**config.mk**
```make
export PLATFORM = sky130hd
export DESIGN_NAME = rtp_h264_depacketizer
export DESIGN_NICKNAME = d
export VERILOG_FILES = /design/src/rtl/rhd_pkg.sv /design/src/rtl/rhd_front.sv /design/src/rtl/rhd_cmd_queue.sv /design/src/rtl/rhd_back.sv /design/src/rtl/rtp_h264_depacketizer.sv
export SDC_FILE = /design/constraint.sdc
export NUM_CORES = 1
export LEC_CHECK = 0
export ABC_AREA = 1
export BUFFER_PORTS_ARGS = -buffer_cell sky130_fd_sc_hd__buf_4
export CAP_MARGIN = 5
export CORE_MARGIN = 2
export CORE_UTILIZATION = 53
export DETAILED_ROUTE_END_ITERATION = 12
export PLACE_DENSITY = 0.73
export SKIP_CTS_REPAIR_TIMING = 1
export SYNTH_ARGS = -nofsm -noshare
export SYNTH_HDL_FRONTEND = slang
export SYNTH_SLANG_ARGS = --single-unit
```
**constraint.sdc**
```tcl
create_clock -name i_clk -period 3 [get_ports i_clk]
set_input_delay 0.45 -clock i_clk [delete_from_list [all_inputs] [get_ports i_clk]]
set_output_delay 0.45 -clock i_clk [all_outputs]
set_load 0.02 [all_outputs]
```
**src/rtl/rhd_pkg.sv**
```systemverilog
// ============================================================================
// rhd_pkg
// Shared constants and the front-to-back command type of the RTP H.264
// depacketizer.
// ============================================================================
package rhd_pkg;

    // Parameter defaults
    localparam int SLOTS_DEFAULT      = 8;
    localparam int SLOT_BYTES_DEFAULT = 524288;

    // RTP framing
    localparam int         HEADER_BYTES = 12;
    localparam logic [6:0] PT_RESET     = 7'd105;

    // NAL codes
    localparam logic [7:0] NAL_SPS   = 8'h67;
    localparam logic [7:0] NAL_PPS   = 8'h68;
    localparam logic [4:0] FU_A_TYPE = 5'd28;

    // At most one command per accepted input item. start_code implies write_en.
    typedef struct packed {
        logic       rearm;
        logic       start_code;
        logic       write_en;
        logic       close_frame;
        logic [7:0] data;
    } t_cmd;

endpackage

```
**src/rtl/rhd_front.sv**
```systemverilog
// ============================================================================
// rhd_front
// Packet parser: skips the RTP header, filters on payload type, classifies
// the payload and turns each byte into one command for the writer.
// ============================================================================
module rhd_front (
    input  logic              i_clk,
    input  logic              i_rst_n,
    input  logic              i_cfg_wr_en,
    input  logic [6:0]        i_cfg_wr_data,
    input  logic              i_in_valid,
    output logic              o_in_stall,
    input  logic [7:0]        i_in_byte,
    input  logic              i_packet_end,
    input  logic              i_rearm,
    input  logic              i_q_full,
    output logic              o_push,
    output rhd_pkg::t_cmd     o_cmd
);

    localparam logic [2:0] MODE_HEADER = 3'd0;
    localparam logic [2:0] MODE_FIRST  = 3'd1;
    localparam logic [2:0] MODE_BODY   = 3'd2;
    localparam logic [2:0] MODE_FUHDR  = 3'd3;
    localparam logic [2:0] MODE_FUBODY = 3'd4;
    localparam logic [2:0] MODE_DROP   = 3'd5;

    logic [6:0] r_payload_type;
    logic [3:0] r_pos,  n_pos;
    logic [2:0] r_mode, n_mode;
    logic [2:0] r_nri,  n_nri;
    logic       r_end,  n_end;

    logic          accept;
    logic          done;
    logic          param_set;
    rhd_pkg::t_cmd cmd;

    assign o_in_stall = i_q_full;
    assign accept     = i_in_valid && !i_q_full;
    assign param_set  = (i_in_byte == rhd_pkg::NAL_SPS) || (i_in_byte == rhd_pkg::NAL_PPS);

    always_comb begin
        n_pos  = r_pos;
        n_mode = r_mode;
        n_nri  = r_nri;
        n_end  = r_end;
        done   = 1'b0;
        cmd             = '0;
        cmd.rearm       = i_rearm;
        cmd.data        = i_in_byte;
        unique case (r_mode)
            MODE_HEADER: begin
                if (r_pos == 4'd1 && i_in_byte[6:0] != r_payload_type) begin
                    n_mode = MODE_DROP;
                end else if (r_pos >= 4'(rhd_pkg::HEADER_BYTES - 1)) begin
                    n_mode = MODE_FIRST;
                end
                if (r_pos != 4'd15) begin
                    n_pos = r_pos + 4'd1;
                end
            end
            MODE_FIRST: begin
                if (param_set || i_in_byte[4:0] != rhd_pkg::FU_A_TYPE) begin
                    n_end          = !param_set;
                    cmd.start_code = 1'b1;
                    cmd.write_en   = 1'b1;
                    n_mode         = MODE_BODY;
                    done           = 1'b1;
                end else begin
                    n_nri  = i_in_byte[7:5];
                    n_end  = 1'b0;
                    n_mode = MODE_FUHDR;
                end
            end
            MODE_FUHDR: begin
                n_end          = i_in_byte[6];
                cmd.start_code = i_in_byte[7];
                cmd.write_en   = i_in_byte[7];
                cmd.data       = {r_nri, i_in_byte[4:0]};
                n_mode         = MODE_FUBODY;
                done           = 1'b1;
            end
            MODE_BODY, MODE_FUBODY: begin
                cmd.write_en = 1'b1;
                done         = 1'b1;
            end
            default: begin
            end
        endcase
        if (i_packet_end) begin
            cmd.close_frame = done && n_end;
            n_pos  = '0;
            n_mode = MODE_HEADER;
            n_end  = 1'b0;
        end
    end

    // Commands with nothing to do and no rearm are not queued.
    assign o_push = accept && (cmd.rearm || cmd.write_en || cmd.close_frame);
    assign o_cmd  = cmd;

    always_ff @(posedge i_clk) begin
        if (!i_rst_n) begin
            r_payload_type <= rhd_pkg::PT_RESET;
            r_pos          <= '0;
            r_mode         <= MODE_HEADER;
            r_nri          <= '0;
            r_end          <= 1'b0;
        end else begin
            if (i_cfg_wr_en) begin
                r_payload_type <= i_cfg_wr_data;
            end
            if (accept) begin
                r_pos  <= n_pos;
                r_mode <= n_mode;
                r_nri  <= n_nri;
                r_end  <= n_end;
            end
        end
    end

endmodule

```
**src/rtl/rhd_cmd_queue.sv**
```systemverilog
// ============================================================================
// rhd_cmd_queue
// Small command FIFO between parser and writer.
// ============================================================================
module rhd_cmd_queue #(
    parameter int DEPTH = 4
) (
    input  logic          i_clk,
    input  logic          i_rst_n,
    input  logic          i_push,
    input  rhd_pkg::t_cmd i_cmd,
    output logic          o_full,
    input  logic          i_pop,
    output logic          o_valid,
    output rhd_pkg::t_cmd o_cmd
);

    localparam int PTR_W = (DEPTH > 1) ? $clog2(DEPTH) : 1;
    localparam int CNT_W = $clog2(DEPTH + 1);

    rhd_pkg::t_cmd    r_mem [DEPTH];
    logic [PTR_W-1:0] r_wr, r_rd;
    logic [CNT_W-1:0] r_count;
    logic             do_push, do_pop;

    assign o_full  = (r_count == CNT_W'(DEPTH));
    assign o_valid = (r_count != '0);
    assign o_cmd   = r_mem[r_rd];
    assign do_push = i_push && !o_full;
    assign do_pop  = i_pop && o_valid;

    always_ff @(posedge i_clk) begin
        if (do_push) begin
            r_mem[r_wr] <= i_cmd;
        end
    end

    always_ff @(posedge i_clk) begin
        if (!i_rst_n) begin
            r_wr    <= '0;
            r_rd    <= '0;
            r_count <= '0;
        end else begin
            if (do_push) begin
                r_wr <= (r_wr == PTR_W'(DEPTH - 1)) ? '0 : r_wr + 1'b1;
            end
            if (do_pop) begin
                r_rd <= (r_rd == PTR_W'(DEPTH - 1)) ? '0 : r_rd + 1'b1;
            end
            unique case ({do_push, do_pop})
                2'b10:   r_count <= r_count + 1'b1;
                2'b01:   r_count <= r_count - 1'b1;
                default: r_count <= r_count;
            endcase
        end
    end

endmodule

```
**src/rtl/rhd_back.sv**
```systemverilog
// ============================================================================
// rhd_back
// Frame writer: expands commands into byte and close results, tracks the
// frame length, slot, sync and overflow, and holds the output register.
// ============================================================================
module rhd_back #(
    parameter int SLOTS      = rhd_pkg::SLOTS_DEFAULT,
    parameter int SLOT_BYTES = rhd_pkg::SLOT_BYTES_DEFAULT,
    localparam int SLOT_W    = $clog2(SLOTS),
    localparam int OFF_W     = $clog2(SLOT_BYTES),
    localparam int LEN_W     = $clog2(SLOT_BYTES + 1)
) (
    input  logic              i_clk,
    input  logic              i_rst_n,
    input  logic              i_q_valid,
    input  rhd_pkg::t_cmd     i_cmd,
    output logic              o_pop,
    output logic              o_out_valid,
    input  logic              i_out_stall,
    output logic              o_kind,
    output logic [7:0]        o_out_byte,
    output logic [SLOT_W-1:0] o_slot,
    output logic [OFF_W-1:0]  o_offset,
    output logic [LEN_W-1:0]  o_frame_size,
    output logic [SLOT_W-1:0] o_decode_slot,
    output logic              o_sync_found,
    output logic              o_overflow,
    output logic              o_run_last
);

    // Sub-steps of one command: four start-code bytes, the data byte, the close
    localparam logic [2:0] STEP_SC0   = 3'd0;
    localparam logic [2:0] STEP_SC3   = 3'd3;
    localparam logic [2:0] STEP_BYTE  = 3'd4;
    localparam logic [2:0] STEP_CLOSE = 3'd5;

    logic              r_busy, n_busy;
    logic [2:0]        r_step, n_step;
    logic [LEN_W-1:0]  r_len,  n_len;
    logic [SLOT_W-1:0] r_slot, n_slot;
    logic [SLOT_W-1:0] r_dec,  n_dec;
    logic              r_sync, n_sync;
    logic              r_ovf,  n_ovf;
    logic              r_head_ok, n_head_ok;

    logic              can_emit;
    logic              emit;
    logic              pop;
    logic [2:0]        cur_step;
    logic              sync_cur;
    logic              full;
    logic              at_cap;
    logic [7:0]        wr_byte;
    logic [7:0]        head_exp;
    logic              is_last;

    assign can_emit = !o_out_valid || !i_out_stall;
    assign cur_step = r_busy ? r_step
                    : (i_cmd.start_code ? STEP_SC0
                    : (i_cmd.write_en ? STEP_BYTE : STEP_CLOSE));
    assign sync_cur = (!r_busy && i_cmd.rearm) ? 1'b0 : r_sync;
    assign full     = (r_len >= LEN_W'(SLOT_BYTES));
    assign at_cap   = (r_len == LEN_W'(SLOT_BYTES - 1));

    always_comb begin
        unique case (cur_step)
            STEP_SC3:  wr_byte = 8'h01;
            STEP_BYTE: wr_byte = i_cmd.data;
            default:   wr_byte = 8'h00;
        endcase
        // Frame must open with 00 00 00 01 67 to count as a key frame
        unique case (r_len[2:0])
            3'd3:    head_exp = 8'h01;
            3'd4:    head_exp = rhd_pkg::NAL_SPS;
            default: head_exp = 8'h00;
        endcase
    end

    always_comb begin
        n_busy    = r_busy;
        n_step    = r_step;
        n_len     = r_len;
        n_slot    = r_slot;
        n_dec     = r_dec;
        n_sync    = r_sync;
        n_ovf     = r_ovf;
        n_head_ok = r_head_ok;
        emit      = 1'b0;
        pop       = 1'b0;
        is_last   = 1'b0;
        if (i_q_valid && can_emit) begin
            n_sync = sync_cur;
            if (!i_cmd.write_en && !i_cmd.close_frame) begin
                pop = 1'b1;
            end else if (cur_step == STEP_CLOSE) begin
                emit    = 1'b1;
                is_last = 1'b1;
                pop     = 1'b1;
                if (!sync_cur && r_len >= LEN_W'(5) && r_head_ok) begin
                    n_sync = 1'b1;
                    n_dec  = r_slot;
                end
            end else if (full) begin
                n_ovf = 1'b1;
                if (i_cmd.close_frame) begin
                    n_busy = 1'b1;
                    n_step = STEP_CLOSE;
                end else begin
                    pop = 1'b1;
                end
            end else begin
                emit  = 1'b1;
                n_len = r_len + 1'b1;
                if (r_len < LEN_W'(5) && wr_byte != head_exp) begin
                    n_head_ok = 1'b0;
                end
                is_last = !i_cmd.close_frame && (cur_step == STEP_BYTE || at_cap);
                if (cur_step != STEP_BYTE && !at_cap) begin
                    n_busy = 1'b1;
                    n_step = cur_step + 3'd1;
                end else begin
                    // remaining writes of this command would be dropped
                    if (cur_step != STEP_BYTE) begin
                        n_ovf = 1'b1;
                    end
                    if (i_cmd.close_frame) begin
                        n_busy = 1'b1;
                        n_step = STEP_CLOSE;
                    end else begin
                        pop = 1'b1;
                    end
                end
            end
            if (pop) begin
                n_busy = 1'b0;
            end
            if (emit && cur_step == STEP_CLOSE) begin
                n_len     = '0;
                n_head_ok = 1'b1;
                n_ovf     = 1'b0;
                n_slot    = (r_slot == SLOT_W'(SLOTS - 1)) ? '0 : r_slot + 1'b1;
            end
        end
    end

    assign o_pop = pop;

    always_ff @(posedge i_clk) begin
        if (!i_rst_n) begin
            r_busy      <= 1'b0;
            r_step      <= STEP_SC0;
            r_len       <= '0;
            r_slot      <= '0;
            r_dec       <= '0;
            r_sync      <= 1'b0;
            r_ovf       <= 1'b0;
            r_head_ok   <= 1'b1;
            o_out_valid <= 1'b0;
        end else begin
            r_busy    <= n_busy;
            r_step    <= n_step;
            r_len     <= n_len;
            r_slot    <= n_slot;
            r_dec     <= n_dec;
            r_sync    <= n_sync;
            r_ovf     <= n_ovf;
            r_head_ok <= n_head_ok;
            if (can_emit) begin
                o_out_valid <= emit;
            end
        end
    end

    always_ff @(posedge i_clk) begin
        if (emit) begin
            o_kind        <= (cur_step == STEP_CLOSE);
            o_out_byte    <= (cur_step == STEP_CLOSE) ? 8'h00 : wr_byte;
            o_slot        <= r_slot;
            o_offset      <= (cur_step == STEP_CLOSE) ? '0 : r_len[OFF_W-1:0];
            o_frame_size  <= (cur_step == STEP_CLOSE) ? r_len : '0;
            o_decode_slot <= n_dec;
            o_sync_found  <= n_sync;
            o_overflow    <= r_ovf;
            o_run_last    <= is_last;
        end
    end

    a_len_bound: assert property (@(posedge i_clk) disable iff (!i_rst_n)
        r_len <= LEN_W'(SLOT_BYTES))
        else $error("frame length beyond slot capacity");

    a_busy_has_cmd: assert property (@(posedge i_clk) disable iff (!i_rst_n)
        r_busy |-> i_q_valid)
        else $error("writer mid-command with empty queue");

    a_sync_on_close: assert property (@(posedge i_clk) disable iff (!i_rst_n)
        $rose(r_sync) |-> $past(emit && cur_step == STEP_CLOSE))
        else $error("sync set outside a frame close");

endmodule

```
**src/rtl/rtp_h264_depacketizer.sv**
```systemverilog
// ============================================================================
// rtp_h264_depacketizer
// RTP H.264 depacketizer: reassembles single NAL and FU-A packets into
// frame slots, reporting every stored byte and every frame close.
// ============================================================================
// Path: an accepted input byte is registered in the command queue, and its
//   results in the writer output register; the parser is combinational.
// Throughput: one input byte per cycle for plain payload bytes while the
//   queue is not full; a byte that opens a NAL unit produces five results
//   (start code plus header), six with a close, and the single writer emits
//   one result per cycle while the output is not stalled.
// Reset: synchronous active-low; clears parser, queue, frame and sync state;
//   payload_type returns to 105. No clearing pass is needed.
// ----------------------------------------------------------------------------
// Structure:
//   rhd_front      parses the RTP header, filters on payload type and turns
//                  each byte into a command (start code, write, close, rearm).
//   rhd_cmd_queue  four-entry command FIFO; its full flag is the input stall.
//   rhd_back       expands commands one result per cycle unless the output
//                  stalls, tracks frame length, slot rotation, key-frame sync
//                  and overflow, and owns the output register.
// ============================================================================
module rtp_h264_depacketizer #(
    parameter int SLOTS      = rhd_pkg::SLOTS_DEFAULT,
    parameter int SLOT_BYTES = rhd_pkg::SLOT_BYTES_DEFAULT,
    localparam int SLOT_W    = $clog2(SLOTS),
    localparam int OFF_W     = $clog2(SLOT_BYTES),
    localparam int LEN_W     = $clog2(SLOT_BYTES + 1)
) (
    input  logic              i_clk,
    input  logic              i_rst_n,
    // configuration: payload_type
    input  logic              i_cfg_wr_en,
    input  logic [6:0]        i_cfg_wr_data,
    // input item channel
    input  logic              i_in_valid,
    output logic              o_in_stall,
    input  logic [7:0]        i_in_byte,
    input  logic              i_packet_end,
    input  logic              i_rearm,
    // result item channel
    output logic              o_out_valid,
    input  logic              i_out_stall,
    output logic              o_kind,
    output logic [7:0]        o_out_byte,
    output logic [SLOT_W-1:0] o_slot,
    output logic [OFF_W-1:0]  o_offset,
    output logic [LEN_W-1:0]  o_frame_size,
    output logic [SLOT_W-1:0] o_decode_slot,
    output logic              o_sync_found,
    output logic              o_overflow,
    output logic              o_run_last
);

    localparam int QUEUE_DEPTH = 4;

    logic          q_push;
    logic          q_full;
    logic          q_valid;
    logic          q_pop;
    rhd_pkg::t_cmd front_cmd;
    rhd_pkg::t_cmd head_cmd;

    // Parser: classifies each byte; stalls only when the queue is full
    rhd_front u_front (
        .i_clk         (i_clk),
        .i_rst_n       (i_rst_n),
        .i_cfg_wr_en   (i_cfg_wr_en),
        .i_cfg_wr_data (i_cfg_wr_data),
        .i_in_valid    (i_in_valid),
        .o_in_stall    (o_in_stall),
        .i_in_byte     (i_in_byte),
        .i_packet_end  (i_packet_end),
        .i_rearm       (i_rearm),
        .i_q_full      (q_full),
        .o_push        (q_push),
        .o_cmd         (front_cmd)
    );

    // Decouples the bursty start-code expansion from the byte stream
    rhd_cmd_queue #(
        .DEPTH (QUEUE_DEPTH)
    ) u_queue (
        .i_clk   (i_clk),
        .i_rst_n (i_rst_n),
        .i_push  (q_push),
        .i_cmd   (front_cmd),
        .o_full  (q_full),
        .i_pop   (q_pop),
        .o_valid (q_valid),
        .o_cmd   (head_cmd)
    );

    // Writer: one result per cycle into the output register unless the output stalls
    rhd_back #(
        .SLOTS      (SLOTS),
        .SLOT_BYTES (SLOT_BYTES)
    ) u_back (
        .i_clk         (i_clk),
        .i_rst_n       (i_rst_n),
        .i_q_valid     (q_valid),
        .i_cmd         (head_cmd),
        .o_pop         (q_pop),
        .o_out_valid   (o_out_valid),
        .i_out_stall   (i_out_stall),
        .o_kind        (o_kind),
        .o_out_byte    (o_out_byte),
        .o_slot        (o_slot),
        .o_offset      (o_offset),
        .o_frame_size  (o_frame_size),
        .o_decode_slot (o_decode_slot),
        .o_sync_found  (o_sync_found),
        .o_overflow    (o_overflow),
        .o_run_last    (o_run_last)
    );

endmodule
```
* Word-level counts from Yosys, hierarchy flattened
Memory sizes are Yosys's and may differ from the RTL's. A register that Yosys moved wholly into a read port is not among the register bits. Index checks and enable logic that the tools add are counted.
Operators by class: bitwise operators 4, multiplexer cells 78, reduce and logical (&&, ||, !) cells 50, divide/modulo/power cells 0, $lt $le $gt $ge 4, add/subtract/negate cells 8, multiply operators 0, shift operators 0, equality and inequality tests 31
Operators by type and width (number):
- $mux 20 | 4
- $mux 1 | 44
- $mux 3 | 13
- $add 20x1->20 const B | 1
- $eq 20x19->1 const B | 1
- $ge 20x20->1 const B | 1
- $ge 20x3->1 const B | 1
- $lt 20x3->1 const B | 1
- $eq 3x3->1 const B | 6
- $eq 8x7->1 const B | 2
- $pmux 8 s2 | 1
- $logic_and 1x1->1 | 15
- $reduce_and 3->1 | 5
- $pmux 7 s2 | 1
- $eq 3x2->1 const B | 4
- $mux 4 | 3
- $mux 2 | 5
- $reduce_and 5->1 | 2
- $add 3x1->3 const B | 3
- $logic_not 1->1 | 9
- $pmux 3 s3 | 1
- $mux 8 | 1
- $ne 8x7->1 | 1
- $reduce_bool 2->1 | 4
- 28 further kinds | 46
Storage, ports and cells: memories kept 1, input bits 22, bits in latches 0, flip-flop bits (word level) 116, bits in read-only memories 0, memory bits (writable) 48
Memory list:
- u_queue.r_mem | words 4, width 12, read ports 1, clocked after Yosys merged registers in 1, write ports 1, RTL line rhd_cmd_queue.sv:21 | rhd_pkg::t_cmd r_mem [DEPTH];

* Depth between registers and ports, before layout
Gate-level depths: netlist of run 1.
depth in word-level cells 14, depth in mapped cells 22

* Cells and area by module
Synthesis of run 1 repeated with hierarchy kept, for this count alone.
Second synthesis, totals: cells, all modules 818, area, all modules 7490.9 um2
Modules (own cells, without submodules):
- rhd_back | instances 1, cells each 444, area an instance 4038.9 um2, sequential area each 2392.3 um2
- rhd_cmd_queue | instances 1, cells each 186, area an instance 2275.9 um2, sequential area each 1621.6 um2
- rhd_front | instances 1, cells each 188, area an instance 1176.1 um2, sequential area each 360.3 um2

* Worst setup path before layout of run 1
OpenSTA, ideal clock, no wires.
path type reg2reg, start point reg with a tool-made name, end point reg u_queue.r_count[2], setup slack 47 ps, data arrival time 2831 ps, data required time 2878 ps, cell stages (with the launch flop) 21, setup time 122 ps, path through dfxtp_1 buf_6 nand2_1 o21ai_0 a21oi_2 nand3_1 and2_1 inv_1 ha_1 nand2_4 buf_4 nand3_1 nand2_2 inv_1 ha_1 inv_1 fa_1 a21oi_1 o21ai_0 o21ai_0 a21oi_1
RTL lines:
- end signal, assigned | RTL line rhd_cmd_queue.sv:51 | 2'b10: r_count <= r_count + 1'b1;
- end signal, assigned | RTL line rhd_cmd_queue.sv:52 | 2'b01: r_count <= r_count - 1'b1;
- end signal, assigned | RTL line rhd_cmd_queue.sv:53 | default: r_count <= r_count;
- end, declared | RTL line rhd_cmd_queue.sv:23 | logic [CNT_W-1:0] r_count;

* Worst setup path in the final report of run 1
start point reg u_back.r_len[0], end point reg u_queue.r_count[2]
Between the ends: cells in the longest elaborated chain, start to end 12, elaborated cells on any way between the ends 15, those cells by class 1 x order compare; 3 x eq/ne; 7 x mux; 4 x reduce/logical
RTL lines:
- start, declared | RTL line rhd_back.sv:39 | logic [LEN_W-1:0] r_len, n_len;
- start signal, assigned | RTL line rhd_back.sv:162 | r_len <= n_len;
- branches (longest 4 deep; another with $ge 20x20->1)
- $mux 1 * | RTL line rhd_back.sv:103 | end else if (full) begin
- $mux 1 * | RTL line rhd_back.sv:95 | end else if (cur_step == STEP_CLOSE) begin
- $mux 1 * | RTL line rhd_back.sv:93 | if (!i_cmd.write_en && !i_cmd.close_frame) begin
- $mux 1 * (2 in series) | RTL line rhd_back.sv:91 | if (i_q_valid && can_emit) begin
- $logic_and 1x1->1 * | RTL line rhd_cmd_queue.sv:30 | assign do_pop = i_pop && o_valid;
- $eq 2x1->1 or $eq 2x2->1 (tied branches) | RTL line rhd_cmd_queue.sv:50 | unique case ({do_push, do_pop})
- $pmux 3 s2 or $reduce_bool 2->1 (tied branches)
Mark *: on every way between the ends. The select of a mux whose other input is x is not followed. A chain may end at the register's enable or synchronous reset.

==> results of run 1 <==
## metal layers
metal / share of wire / global-route usage / vias up
met5: 0 / 0 / -
met4: 0.017 / 0.06968 / 0
met3: 0.053 / 0.05535 / 17
met2: 0.50 / 0.3398 / 122
met1: 0.44 / 0.2515 / 2510
li1: - / - / 2864
## flip-flops by register name, indices dropped and copies added, names as in the netlist, 4 cells and up, named ones only
name	count
u_back.o_offset	19
u_queue.r_mem	48
u_back.o_out_byte	8
u_back.o_frame_size	20
u_front.r_pos	4
u_front.r_payload_type	7
u_back.r_len	20
## worst register-to-register path: stages (launching register included)
cell     delay (ps)
dfxtp_4         370
ha_2            200
nand2_1          90
nor2_2          150
nand3_2         120
nor2_4          170
nand3_2          90
nand2_1          90
nand2_1          80
nand3_1          90
nand2_2          80
inv_1            70
ha_1            150
inv_2            50
fa_2            340
a21oi_2         130
o21ai_1          80
o21ai_1         130
a21oi_1          60
## synthesized netlist by cell type, types with 4 or more instances
cell type | n | area, µm²
a21oi_1 | 40 | 200.2
buf_2 | 5 | 25.02
buf_4 | 5 | 37.54
clkbuf_1 | 7 | 26.28
dfxtp_1 | 61 | 1221
edfxtp_1 | 105 | 3153
ha_1 | 17 | 212.7
inv_1 | 121 | 454.2
nand2_1 | 157 | 589.3
nand2_2 | 7 | 43.79
nand3_1 | 41 | 205.2
nand3_2 | 5 | 50.05
nand4_1 | 17 | 106.4
nor2_1 | 120 | 450.4
nor3_1 | 11 | 55.05
nor4_1 | 5 | 31.28
o21a_1 | 4 | 30.03
o21ai_0 | 44 | 220.2
xor2_1 | 12 | 105.1
## report_power, final
part,switching [mW],total [mW],internal (mW)
Combinational,2.07,3.19,1.12
Sequential,0.221,3.43,3.21
Clock,0.840,2.08,1.24
Total,3.13,8.70,5.57
## kinds of logic (layout without fill, tap and decap cells)
kind of cell,Yosys count,in the layout,synth area share
buffers and inverters,144,258,0.07883
AO/OA/AOI/OAI,96,96,0.06780
XOR/XNOR,13,13,0.01520
AND/OR/NAND/NOR,379,379,0.2233
adder cells (fa/ha/maj),18,18,0.03106
flip-flops,166,166,0.5838
## stage by stage
step                hold slack (ps)  setup WS, ps    util
floorplan                     409.0         46.58       -
global placement              428.1         114.7  0.6045
detailed placement            451.2         31.66  0.6045
CTS                           218.7         10.88  0.6452
global route                  226.7         28.73  0.6491
finish                        225.4         318.4  0.6491
## final timing paths
check / to / slack [ps] / depth (start not counted)
max: u_queue.r_count[2] / 320 / 18
min: u_front.r_payload_type[6] / 230 / 3
max reg2reg: u_queue.r_count[2] / 320 / 18
min reg2reg: u_back.r_head_ok / 470 / 2
## layout make-up
class / count / area share
clock buffer: 23 / 0.05102
clock inverter: 9 / 0.01171
inverter: 124 / 0.05214
multi-input combinational: 506 / 0.2847
sequential: 166 / 0.4889
tap: 180 / 0.02509
timing repair buffer: 102 / 0.08644
==> out/results.tsv, run 1 <==
metric	value	unit
final_cell_area	0.008975	mm²
status	finished, final reports clean	
hpwl	10280	µm
ys_seq_area_frac	0.5838	
pwr_density_cell	969.3	mW/mm²
drive_above_1_share	0.1817	
htreeDepth	4	
dieArea	0.01510	mm²
ant_nets	0	
cp_num_buf_inv	2	
grt.total_usage	0.2020	
relSlewSlack	0.6619	
cts_made_buffers	17	
yosys_most_used_dff	edfxtp_1	
endpoint_kind	flop	
vias	5513	
synth_edf_count	105	
start_kind	flop	
holdCritStartpoint	i_cfg_wr_data[6]	
fp-row-count	43	
cp_max_fo	6	
setup_viol	0	
maxCapViolCount	0	
worst_path_most_repeated_cell	nand2_1	
ys_seq_elements	166	
antenna_found_initial	0	
ir_drop	0.4928	mV
ys_async_sr_fraction	0	
grt_first_pass_wirelength	23380	µm
syn_nets	856	
leakage	3.885	nW
clock_latency	430	ps
area_delta_synth_final	19.79	%
critPathKind	flop to flop	
period_needed	2682	ps
crit_slowest_cell	dfxtp_4	
grt-ovfl-total	0	
yosysUniqueCellTypes	39	
dpl_cell_area	0.008358	mm²
period_share	0.8939	
slowest_delay	370	ps
p_total	8.699	mW
gp_congestion	0.8596	
clock_skew	9.871	ps
dp.cells	1075	
initial_core_util	0.5419	
first_pass_iters	6	
path_delay_family	simple AND/OR/NAND/NOR gates	
core-area	0.01383	mm²
port_buffers	80	
cts_tree	yes	
ys_warn_count	0	
synth_cells	816	
clkTransAtPathRegs	60	ps
drcViolationCount	0	
die_h	122.9	µm
grt_max_degree	59	
die_w	122.9	µm
diodes	0	
multi_input_area	0.002555	mm²
drv_slew	0	
root_buffer	clkbuf_16	
fillers	1138	
max_freq	372.9	MHz
nets	957	
final_common_cell	nand2_1	
register_area	0.004388	mm²
crit_path_start	u_back.r_len[0]	
ioPinCount	81	
tightest_slew	507.2	ps
final_cells	1110	
postRouteWirelength	14420	µm
rsz0062_at_grt	no	
syn_area_per_cell	9.182	µm²
clkSinkCount	166	
crit_required	3310	ps
r2r_start	u_back.r_len[0]	
finalSetupTns	0	ps
arrival	2990	ps
mostFrequentLayoutCells	nand2_1 (157), inv_1 (120), nor2_1 (120), edfxtp_1 (105), buf_4 (100)	
hold_class	primary input to flop	
avgRoutedWirePerCell	12.99	µm
crit_chain	ha_2 -> nand2_1 -> nor2_2 -> nand3_2 -> nor2_4 -> nand3_2 -> nand2_1 -> nand2_1 -> nand3_1 -> nand2_2 -> inv_1 -> ha_1 -> inv_2 -> fa_2 -> a21oi_2 -> o21ai_1 -> o21ai_1 -> a21oi_1	
cts_buffer_depth	2	
via_per_inst	4.967	
synth_area	0.007492	mm²
drtIter0Drc	377	
grt_pass1_vias	5082	
final_hold_viol_count	0	
(Power assumes the default switching activity.)
==> inputs of run 2 (changes only) <==
- clock period: 3 -> 2.25 ns (I/O delays scaled with it)
==> run 2 against run 1 <==
Against the previous run: the run now ends with setup timing left; cell count up 6.4%; total power grew 47%; final area is 8.6% higher; combinational power is 65% higher; worst hold slack got worse by 110 ps; first-iteration DRC count is 11% lower; clock-buffer cell count is 4 lower; sequential power is 33% higher.
==> out/results.tsv, run 2 (synthesized netlist as in run 1, its figures left out) <==
metric	value	unit
grt_first_pass_wirelength	25730	µm
top_register	u_queue.r_mem	
nets	1028	
vias	5897	
grt_pass1_vias	5638	
clkSinkCount	166	
period_needed	2645	ps
initial_core_util	0.5419	
diodes	0	
final_hold_viol_count	0	
fillers	1043	
first_pass_iters	5	
postRouteWirelength	16130	µm
clkTransAtPathRegs	60	ps
cts_made_buffers	17	
fp-row-count	43	
mostFrequentLayoutCells	buf_4 (161), nand2_1 (148), inv_1 (118), nor2_1 (115), edfxtp_1 (105)	
port_buffers	80	
cp_num_buf_inv	3	
worst_path_most_repeated_cell	nand2_2	
start_kind	flop	
rsz0062_at_grt	yes	
maxCapViolCount	0	
drtIter0Drc	334	
gp_congestion	0.8765	
via_per_inst	4.993	
grt-ovfl-total	0	
cts_tree	yes	
clock_latency	430	ps
ant_nets	0	
period_share	1.175	
dieArea	0.01510	mm²
drv_slew	0	
setup_viol	25	
use_met1	0.2573	
violations	setup timing	
path_delay_family	simple AND/OR/NAND/NOR gates	
reg.largest.list	u_queue.r_mem: 48 flops, u_back.o_frame_size: 20 flops, u_back.r_len: 20 flops	
cts_buffer_depth	2	
status	finished with violations	
grt_use_met2	0.3888	
finalSetupTns	-805.1	ps
pwr_density_cell	1312	mW/mm²
area_delta_synth_final	30.09	%
relSlewSlack	0.7017	
multi_input_area	0.002685	mm²
hold_class	primary input to flop	
final_common_cell	buf_4	
antenna_found_initial	0	
root_buffer	clkbuf_16	
slowest_delay	410	ps
die_w	122.9	µm
crit_required	2560	ps
drive_above_1_share	0.2657	
crit_chain	inv_4 -> nor2_1 -> nor2_1 -> a21oi_2 -> nand3_1 -> and2_4 -> ha_4 -> nand2_2 -> nand2_2 -> nand2_2 -> nand3_2 -> nand2_2 -> inv_2 -> ha_4 -> inv_4 -> fa_2 -> a21oi_2 -> o21ai_2 -> o21ai_1 -> a21oi_1	
clock_skew	10.88	ps
htreeDepth	4	
die_h	122.9	µm
critPathKind	flop to flop	
avgRoutedWirePerCell	13.66	µm
gr-usage-met3	0.04751	
top_usage_layer	met2	
max_freq	378.1	MHz
drcViolationCount	0	
endpoint_kind	flop	
arrival	2950	ps
leakage	4.313	nW
grt.total_usage	0.2197	
grt_max_degree	31	
tightest_slew	442.8	ps
ioPinCount	81	
largest_reg_flops	48	
ir_drop	0.8091	mV
register_area	0.004379	mm²
crit_slowest_cell	fa_2	
hpwl	11270	µm
place_ws	-279.7	ps
cp_max_fo	8	
core-area	0.01383	mm²
fin_ws	-394.7	ps
==> run 2: where the power goes <==
group / internal, mW / switching (mW)
combinational: 2.18 / 3.08
sequential: 4.27 / 0.287
clock: 1.76 / 1.21
total: 8.21 / 4.58
==> run 2: through the flow <==
stage	std cells	hold slack (ps)	power, mW	utilization	area [µm²]
final	1181	112.0	12.79	0.7049	9747
after global routing	1181	115.1	13.53	0.7049	9747
after CTS	1175	106.3	12.54	0.6908	9552
after detailed placement	1143	435.8	9.553	0.6473	8950
after global placement	1143	430.6	9.457	0.6473	8950
after floorplan	816	409.0	7.544	-	7579
==> run 2: worst paths after layout <==
| check | from | end | slack [ps] | cells past startpoint |
|---|---|---|---|---|
| max | flop | u_queue.r_count[2] | -390 | 20 |
| max reg2reg | flop | u_queue.r_count[2] | -390 | 20 |
| min | i_cfg_wr_data[6] | u_front.r_payload_type[6] | 110 | 3 |
| min reg2reg | u_back.r_head_ok | u_back.r_head_ok | 440 | 2 |
==> run 2: area by class of cell <==
type,count,area share
Multi-Input combinational cell,506,0.2755
Sequential cell,166,0.4493
Clock inverter,13,0.01733
Tap cell,180,0.02311
Inverter,124,0.04852
Clock buffer,19,0.04442
Timing Repair Buffer,173,0.1418
==> run 2: layer usage <==
layer,up-vias,share of wire
met5,-,0
met3,28,0.035
li1,3014,-
met1,2725,0.42
met4,0,0.025
met2,130,0.52
==> run 2: worst register-to-register path: stages (launching register included) <==
cell	delay (ps)
dfxtp_4	380
inv_4	70
nor2_1	40
nor2_1	120
a21oi_2	60
nand3_1	70
and2_4	170
ha_4	140
nand2_2	40
nand2_2	70
nand2_2	70
nand3_2	80
nand2_2	60
inv_2	60
ha_4	130
inv_4	40
fa_2	410
a21oi_2	170
o21ai_2	90
o21ai_1	190
a21oi_1	70
==> inputs of run 3 (changes only) <==
- PLACE_DENSITY: 0.73 -> unset
- PLACE_DENSITY_LB_ADDON: unset -> 0.05
==> run 3 against run 2 <==
Against the previous run: the run still ends with setup timing left; die area unchanged; largest cell class unchanged; routed wire length increased by 12%; core utilization increased by 2.2 points; clock power increased by 4%; register-to-register slack improved by 150 ps; non-clock buffer count increased by 16; final area increased by 3.1%; sequential cell count unchanged; cell count increased by 1.4%; first-iteration DRC count increased by 67%; combinational power increased by 12%; largest power group unchanged.
==> out/results.tsv, run 3 (synthesized netlist as in run 1, its figures left out) <==
metric	value	unit
power.internal	8.802	mW
top_register	u_queue.r_mem	
cp_max_fo	6	
violations	setup timing	
final_common_cell	buf_4	
clkSinkCount	166	
pwr_density_cell	1350	mW/mm²
dieArea	0.01510	mm²
max_freq	400.5	MHz
crit_required	2570	ps
tightest_slew	544.1	ps
slowest_delay	400	ps
fp-row-count	43	
antenna_found_initial	0	
grt-ovfl-total	0	
reg.largest.list	u_queue.r_mem: 48 flops, u_back.o_frame_size: 20 flops, u_back.r_len: 20 flops	
cts_buffer_depth	2	
seqPwrFrac	0.337	
die_w	122.9	µm
endpoint_kind	flop	
core-area	0.01383	mm²
area_delta_synth_final	34.15	%
largest_reg_flops	48	
drtIter0Drc	559	
hpwl	12020	µm
hold_class	primary input to flop	
grt_first_pass_wirelength	27140	µm
ff2ff_path_depth	19	
swShare	0.3513	
grt.total_usage	0.2345	
arrival	2820	ps
final_hold_viol_count	0	
drive_above_1_share	0.2842	
root_buffer	clkbuf_16	
pwr-share-comb	0.435	
regToRegSetupSlack	-250	ps
mostFrequentLayoutCells	buf_4 (170), nand2_1 (147), inv_1 (117), nor2_1 (113), edfxtp_1 (105)	
clock_skew	9.140	ps
timing.rr.end	u_queue.r_count[2]	
port_buffers	80	
grt_pass1_vias	5758	
via_per_inst	5.189	
htreeDepth	4	
worst_path_most_repeated_cell	nand2_2	
utilization	0.7269	
cts_made_buffers	17	
nets	1044	
relSlewSlack	0.6339	
die_h	122.9	µm
fin_ws	-246.9	ps
postRouteWirelength	18120	µm
critPathKind	flop to flop	
status	finished with violations	
crit_slowest_cell	fa_2	
hold_depth	3	
ir_drop	0.8614	mV
cp_num_buf_inv	3	
period_needed	2497	ps
ant_nets	0	
diodes	0	
whs	113.6	ps
period_share	1.110	
cts_tree	yes	
first_pass_iters	5	
path_delay_family	adder cells	
ioPinCount	81	
whs_endpoint	u_front.r_payload_type[6]	
drcViolationCount	0	
setup_viol	28	
clock_latency	430	ps
power_switching	4.767	mW
start_kind	flop	
maxCapViolCount	0	
grt_max_degree	36	
holdCritStartpoint	i_cfg_wr_data[6]	
clockPowerShare	0.228	
vias	6211	
clkTransAtPathRegs	60	ps
initial_core_util	0.5419	
drv_slew	0	
rsz0062_at_grt	yes	
gp_congestion	0.9281	
leakage	4.444	nW
avgRoutedWirePerCell	15.14	µm
crit_chain	buf_6 -> o21ai_4 -> a21oi_2 -> nand3_1 -> and2_4 -> ha_4 -> nand2_2 -> nand2_2 -> nand2_2 -> nand3_2 -> nand2_4 -> inv_2 -> ha_4 -> inv_4 -> fa_2 -> a21oi_2 -> o21ai_2 -> o21ai_1 -> a21oi_1	
run 3: final cells by class:
cell class              count  area, µm²
clock buffers              21      440.4
clock inverters            11      182.7
fillers                   977       3776
inverters                 124      473.0
multi-input cells         506       2723
flip-flops and latches    166       4379
well taps                 180      225.2
repair buffers            189       1628
run 3: worst max path at each step:
stage                                    end  slack (ps)  cells after the start
after floorplan           u_queue.r_count[1]        -360                     20
after global placement    u_queue.r_count[1]        -270                     19
after detailed placement  u_queue.r_count[1]        -310                     19
after CTS                 u_queue.r_count[1]        -320                     19
after global routing      u_queue.r_count[2]        -390                     19
final                     u_queue.r_count[2]        -250                     19
run 3: through the flow:
stage	total power, mW	cell area (µm²)	instances	setup slack [ps]	setup TNS [ps]
after global placement	9.497	9020	1144	-266.4	-785.5
after floorplan	7.544	7579	816	-362.1	-707.2
after detailed placement	9.644	9020	1144	-305.7	-1544
after global routing	14.23	10050	1197	-391.8	-7250
final	13.57	10050	1197	-246.9	-940.3
after CTS	12.76	9643	1176	-321.0	-2404
run 3: power groups by stage:
stage	registers [mW]	clock network [mW]	logic, mW
final	4.57	3.10	5.90
after global routing	4.64	3.23	6.36
after CTS	4.57	3.12	5.07
after detailed placement	4.62	0	5.02
after global placement	4.59	0	4.91
after floorplan	5.30	0	2.25
run 3: tightest hold or removal path, cell delays in order:
cell	delay, ps
buf_4	70
nand2_1	40
nand3_1	60
run 3: routing by layer:
metal / up-vias / track usage / part of all wire
li1: 3041 / - / -
met1: 2934 / 0.3131 / 0.44
met2: 212 / 0.3850 / 0.48
met3: 24 / 0.04520 / 0.061
met4: 0 / 0.07974 / 0.016
met5: - / 0 / 0
